**src/rtl/mwia_pkg.sv**
```systemverilog
// Shared types, opcodes and helpers for the multi-width integer ALU.
// Used by every module under rtl/; depends on nothing.
package mwia_pkg;

   localparam int WORD = 64;
   localparam int DIV_STAGES = WORD;

   // Opcodes
   localparam logic [3:0] OP_ADD = 4'd0;
   localparam logic [3:0] OP_SUB = 4'd1;
   localparam logic [3:0] OP_MUL = 4'd2;
   localparam logic [3:0] OP_DIV = 4'd3;
   localparam logic [3:0] OP_MOD = 4'd4;
   localparam logic [3:0] OP_AND = 4'd5;
   localparam logic [3:0] OP_OR  = 4'd6;
   localparam logic [3:0] OP_SHL = 4'd7;
   localparam logic [3:0] OP_SHR = 4'd8;

   // Register indexes
   localparam logic [7:0] REG_SIGNED_MODE  = 8'd0;
   localparam logic [7:0] REG_WIDTH_SELECT = 8'd1;

   // Width select codes
   localparam logic [1:0] WSEL_8  = 2'd0;
   localparam logic [1:0] WSEL_16 = 2'd1;
   localparam logic [1:0] WSEL_32 = 2'd2;
   localparam logic [1:0] WSEL_64 = 2'd3;

   // Operands after masking and sign extension
   typedef struct packed {
      logic [3:0]      op;
      logic [1:0]      wsel;
      logic [WORD-1:0] am;
      logic [WORD-1:0] bm;
      logic [WORD-1:0] ax;
      logic [WORD-1:0] bx;
      logic            an;
      logic            bn;
      logic [WORD-1:0] mag_a;
      logic [WORD-1:0] mag_b;
   } prep_type;

   // What rides alongside the divider
   typedef struct packed {
      logic [3:0]      op;
      logic [1:0]      wsel;
      logic            an;
      logic            bn;
      logic            bzero;
      logic [WORD-1:0] res;
   } side_type;

   function automatic logic [WORD-1:0] width_mask(input logic [1:0] wsel);
      logic [WORD-1:0] m;
      unique case (wsel)
         WSEL_8:  m = {{(WORD-8){1'b0}}, {8{1'b1}}};
         WSEL_16: m = {{(WORD-16){1'b0}}, {16{1'b1}}};
         WSEL_32: m = {{(WORD-32){1'b0}}, {32{1'b1}}};
         default: m = {WORD{1'b1}};
      endcase
      return m;
   endfunction

   function automatic logic [6:0] width_bits(input logic [1:0] wsel);
      logic [6:0] w;
      unique case (wsel)
         WSEL_8:  w = 7'd8;
         WSEL_16: w = 7'd16;
         WSEL_32: w = 7'd32;
         default: w = 7'd64;
      endcase
      return w;
   endfunction

endpackage

```
**src/rtl/mwia_prep.sv**
```systemverilog
// Stage 1: masks operands to the width, sign-extends and forms magnitudes.
// Depends on mwia_pkg.
module mwia_prep (
   input  logic                      clock,
   input  logic                      reset,
   input  logic                      en,
   input  logic                      in_valid,
   input  logic [3:0]                opcode,
   input  logic [mwia_pkg::WORD-1:0] operand_a,
   input  logic [mwia_pkg::WORD-1:0] operand_b,
   input  logic                      signed_mode,
   input  logic [1:0]                width_select,
   output logic                      out_valid,
   output mwia_pkg::prep_type        out_data
);

   logic                      valid_ff;
   mwia_pkg::prep_type        data_ff, data_in;
   logic [mwia_pkg::WORD-1:0] mask;
   logic                      sa, sb;

   // Mask, sign-extend, take magnitudes
   always_comb begin
      mask = mwia_pkg::width_mask(width_select);
      data_in.op   = opcode;
      data_in.wsel = width_select;
      data_in.am   = operand_a & mask;
      data_in.bm   = operand_b & mask;
      unique case (width_select)
         mwia_pkg::WSEL_8: begin
            sa = data_in.am[7];
            sb = data_in.bm[7];
         end
         mwia_pkg::WSEL_16: begin
            sa = data_in.am[15];
            sb = data_in.bm[15];
         end
         mwia_pkg::WSEL_32: begin
            sa = data_in.am[31];
            sb = data_in.bm[31];
         end
         default: begin
            sa = data_in.am[63];
            sb = data_in.bm[63];
         end
      endcase
      data_in.an = signed_mode & sa;
      data_in.bn = signed_mode & sb;
      data_in.ax = data_in.an ? (data_in.am | ~mask) : data_in.am;
      data_in.bx = data_in.bn ? (data_in.bm | ~mask) : data_in.bm;
      data_in.mag_a = data_in.an ? (~data_in.ax + 1'b1) : data_in.ax;
      data_in.mag_b = data_in.bn ? (~data_in.bx + 1'b1) : data_in.bx;
   end

   always_ff @(posedge clock) begin
      if (reset) begin
         valid_ff <= 1'b0;
      end else if (en) begin
         valid_ff <= in_valid;
      end
   end

   always_ff @(posedge clock) begin
      if (en) begin
         data_ff <= data_in;
      end
   end

   assign out_valid = valid_ff;
   assign out_data  = data_ff;

endmodule

```
**config.mk**
```make
export PLATFORM = sky130hd
export DESIGN_NAME = mwia_prep
export DESIGN_NICKNAME = d
export VERILOG_FILES = /design/src/rtl/mwia_pkg.sv /design/src/rtl/mwia_prep.sv
export SDC_FILE = /design/constraint.sdc
export NUM_CORES = 1
export LEC_CHECK = 0
export BUFFER_PORTS_ARGS = -buffer_cell sky130_fd_sc_hd__buf_2
export CAP_MARGIN = 10
export CORE_AREA = 2 2 205 207
export CTS_BUF_LIST = sky130_fd_sc_hd__clkbuf_2
export DETAILED_ROUTE_END_ITERATION = 10
export DIE_AREA = 0 0 207 209
export PLACE_DENSITY = 0.73
export RECOVER_POWER = 50
export SLEW_MARGIN = 20
export SYNTH_ARGS = -nofsm -noshare
export SYNTH_HDL_FRONTEND = slang
export SYNTH_SLANG_ARGS = --single-unit
```
**constraint.sdc**
```tcl
create_clock -name clock -period 7.95 [get_ports clock]
set_input_delay 1.59 -clock clock [delete_from_list [all_inputs] [get_ports clock]]
set_output_delay 1.59 -clock clock [all_outputs]
set_load 0.03 [all_outputs]
```
### After elaboration in Yosys (flattened, before gate mapping)

Cells that the tools add are included.

| operators by class | value |
|---|---|
| $add $sub $neg | 2 |
| eq/ne operators | 2 |
| muxes and demuxes | 7 |
| bitwise operators | 9 |
| reduce and logical (&&, ||, !) cells | 1 |

Operators by type and width:

| operator | count |
|---|---|
| $mux W64 | 4 |
| $not A64 Y64 | 3 |
| $pmux W64 S3 | 1 |
| $add A64 B1 Y64 const B | 2 |
| $and A64 B64 Y64 | 2 |
| $or A64 B64 Y64 | 2 |
| $pmux W1 S3 | 2 |
| $and A1 B1 Y1 | 2 |
| $eq A2 B1 Y1 const B | 1 |
| $eq A2 B2 Y1 const B | 1 |
| $logic_not A2 Y1 | 1 |

| word-level totals | value |
|---|---|
| flip-flop bits (word level) | 393 |
| bits of input ports | 139 |
| output and inout port bits | 393 |
| logic and storage cells | 32 |

### Logic depth before layout (Yosys ltp)

| depth | value |
|---|---|
| depth after elaboration | 9 |
| gate-level depth with buffers | 10 |
| mapped depth without buffers | 9 |

### Worst setup path after synthesis

OpenSTA, ideal clock, no wires.

| timing path | value |
|---|---|
| path kind | input-to-reg |
| start | in operand_a[1] (netlist bit) |
| end | reg data_ff, in the netlist out_data[108], data pin |
| setup time | 0.264 ns |
| arrival | 3.620 ns |
| required time | 7.686 ns |
| setup slack | 4.066 ns |
| stages | 10 |
| buffers on the path | 2 |
| cell sequence | inv_1 ha_1 or3b_2 a2111oi_2 and4_1 buf_2 and2_1 buf_2 a31oi_1 xor2_1 |

RTL lines:

| item | line | text |
|---|---|---|
| start, declared | mwia_prep.sv:9 | `input logic [mwia_pkg::WORD-1:0] operand_a,` |
| end signal, assigned | mwia_prep.sv:65 | `data_ff <= data_in;` |
| end, declared | mwia_prep.sv:18 | `mwia_pkg::prep_type data_ff, data_in;` |

==> impl_metrics.env <==
export IMPL_antenna_left=0
export IMPL_path_cells="buf_4, clkbuf_1, nand2_1, nor4b_1, a31oi_1, nor4_1, a41oi_1, xor2_1"
export IMPL_grt_overflow=0
export IMPL_grt_pass1_wl_um=80400
export IMPL_drt_wl_total_um=54100
export IMPL_layout_drive_gt1_share_pct=37.9
export IMPL_most_common_layout_cells="buf_2 (511), edfxtp_1 (374), clkbuf_2 (134)"
export IMPL_ys_ff_latch=375
export IMPL_htreeDepth=3
export IMPL_grt_max_degree=172
export IMPL_final_nets=2022
export IMPL_syn2layout_area_growth_pct=23.2
export IMPL_syn_area_sq_um=17000
export IMPL_finalHoldViolations=0
export IMPL_antenna_found_initial=5
export IMPL_drc=0
export IMPL_synth_area_leaders="edfxtp_1 (66%), xnor2_1 (3.2%), xor2_1 (2.8%)"
export IMPL_syn_nets=1457
export IMPL_p_per_area_nw_per_um2=236
export IMPL_io_buffers=531
export IMPL_cp_arrival_ns=6.47
export IMPL_drt_wirelength_per_cell_um=21.7
export IMPL_dieArea_sq_um=43300
export IMPL_slowest_delay_ns=1.44
export IMPL_finalMaxSlewViolations=367
export IMPL_cts_hold_buffers=0
export IMPL_rows=75
export IMPL_irDropWorstVdd_uv=113
export IMPL_stdcell_area_sq_um=21000
export IMPL_die_h_um=209
export IMPL_leakagePower_nw=9.06
export IMPL_synth_edf_count=374
export IMPL_placed_area_sq_um=20100
export IMPL_syn_avg_cell_area_sq_um=12.9
export IMPL_start_util_pct=41.2
export IMPL_hpwl_um=39700
export IMPL_cp_max_fo=43
export IMPL_clockRootBuffer="clkbuf_2"
export IMPL_clkLatencyLatePin_ns=1.00
export IMPL_cts_tree="built"
export IMPL_clk_pin_slew_ns=0.09
export IMPL_synth_flop_cell="edfxtp_1"
export IMPL_status="finished with violations"
export IMPL_tightest_slew_ns=3.15
export IMPL_maxSlewHeadroom_pct=-110
export IMPL_finalSetupTns_ns=0
export IMPL_cap_violations=8
export IMPL_drtIter0Drc=1184
export IMPL_track_usage_pct=24.3
export IMPL_post_cts_resize_count=0
export IMPL_setup_worst_path_end_class="flop"
export IMPL_required_ns=8.73
export IMPL_hold_slack_ns=0.510
export IMPL_final_common_cell="buf_2"
export IMPL_drtPass1Iterations=7
export IMPL_grt_pass1_vias=13200
export IMPL_period_minus_slack_ns=5.69
export IMPL_violations="capacitance limit, slew limit"
export IMPL_synth_top_area_cell="edfxtp_1"
export IMPL_ys_async_sr_fraction_pct=0
export IMPL_clk_path_buf_depth=3
export IMPL_synth_cell_types=78
export IMPL_num_vias=13600
export IMPL_synth_warnings=0
export IMPL_clock_sinks=375
export IMPL_syn_inst=1316
export IMPL_setup_viol=0
export IMPL_min_period_over_period_pct=71.6
export IMPL_skew_ns=0
export IMPL_netlist_area_leader_share_pct=66.0
export IMPL_start_kind="input port"
export IMPL_fmax_mhz=176
export IMPL_critPathKind="input port to flop"
export IMPL_dieWidth_um=207
export IMPL_rsz0062_at_grt="no"
export IMPL_io_pins=532
export IMPL_via_per_inst=5.46
export IMPL_postCtsSetupRepairBufs=0
export IMPL_gp_congestion=0.883
export IMPL_fp_coreArea_sq_um=41300
export IMPL_hp_class="flop to flop"
export IMPL_cts_buffers=97
export IMPL_yosysSeqAreaShare_pct=66.1
export IMPL_slowest_stage="clkbuf_1"
==> layout make-up <==
| class | instances | area (sq um) |
|---|---|---|
| flip-flops and latches | 375 | 11300 |
| clock inverters | 40 | 267 |
| fillers | 3719 | 20300 |
| well taps | 539 | 674 |
| multi-input cells | 810 | 5190 |
| repair buffers | 546 | 2730 |
| inverters | 51 | 191 |
| diodes | 4 | 10.0 |
| clock buffers | 133 | 666 |
==> per-layer routing <==
layer / global-route usage [%] / vias up / share of wire [%]
li1: - / 6057 / -
met1: 32.0 / 6564 / 40
met2: 38.1 / 890 / 47
met3: 7.09 / 122 / 11
met4: 9.66 / 2 / 3.1
met5: 0 / - / 0.017
==> cell families (layout without fill, tap and decap cells) <==
logic type | Yosys count | in the layout | share of synthesized area (%)
compound gates | 194 | 194 | 8.01
xor+xnor | 118 | 118 | 6.07
fa+ha+maj | 2 | 2 | 0.147
buf+inv | 131 | 770 | 3.41
flops | 375 | 375 | 66.1
mux | 10 | 10 | 0.603
other cells | 0 | 4 | 0
simple gates | 486 | 486 | 15.7
==> flip-flops by register name, summed over array words and instances, names as in the netlist <==
| signal | count |
|---|---|
| out_data | 374 |
| out_valid | 1 |
==> synth_stat cells (all sizes together) (7+ instances only) <==
master  count
edfxtp    374
nand2     111
nor2       80
xnor2      63
and3       57
xor2       55
or2        53
inv        50
o21ai      48
clkbuf     42
a21oi      41
buf        38
nand2b     33
and2       31
a31oi      25
nor3       25
nor4       20
o31ai      17
o41ai      16
nand3      14
or3        14
nand4      10
or4        10
mux2i       8
a21o        7
a41oi       7
==> worst max-delay path, delay by kind of cell <==
| kind | cells | cell delay [ns] |
|---|---|---|
| XOR/XNOR | 1 | 0.23 |
| AND/OR/NAND/NOR | 3 | 2.35 |
| AO/OA/AOI/OAI | 2 | 0.40 |
| buffers and inverters | 2 | 1.83 |
==> stage by stage <==
step                      cells  power, mW  setup slack (ns)  utilization [%]
after floorplan            1316       3.22              4.07                -
after global placement     2321       3.60              2.72             48.7
after detailed placement   2321       3.62              2.62             48.7
after CTS                  2494       5.01              3.85             51.0
after global routing       2497       5.17              2.08             50.8
final                      2498       4.96              2.26             50.8
==> power by group <==
group          internal (mW)  switching [mW]
sequential              2.42          0.0620
combinational          0.288           0.805
clock                  0.587           0.795
==> path summary, 6_finish.rpt <==
path | start | slack, ns | cells past startpoint | end
worst max-delay path | width_select[0] | 2.26 | 8 | out_data[126]
worst min-delay path | out_valid | 0.51 | 2 | out_valid
worst max register to register | out_valid | 7.36 | 2 | out_valid
worst min register to register | out_valid | 0.51 | 2 | out_valid
Note: power is estimated with default switching activity, not from simulation.
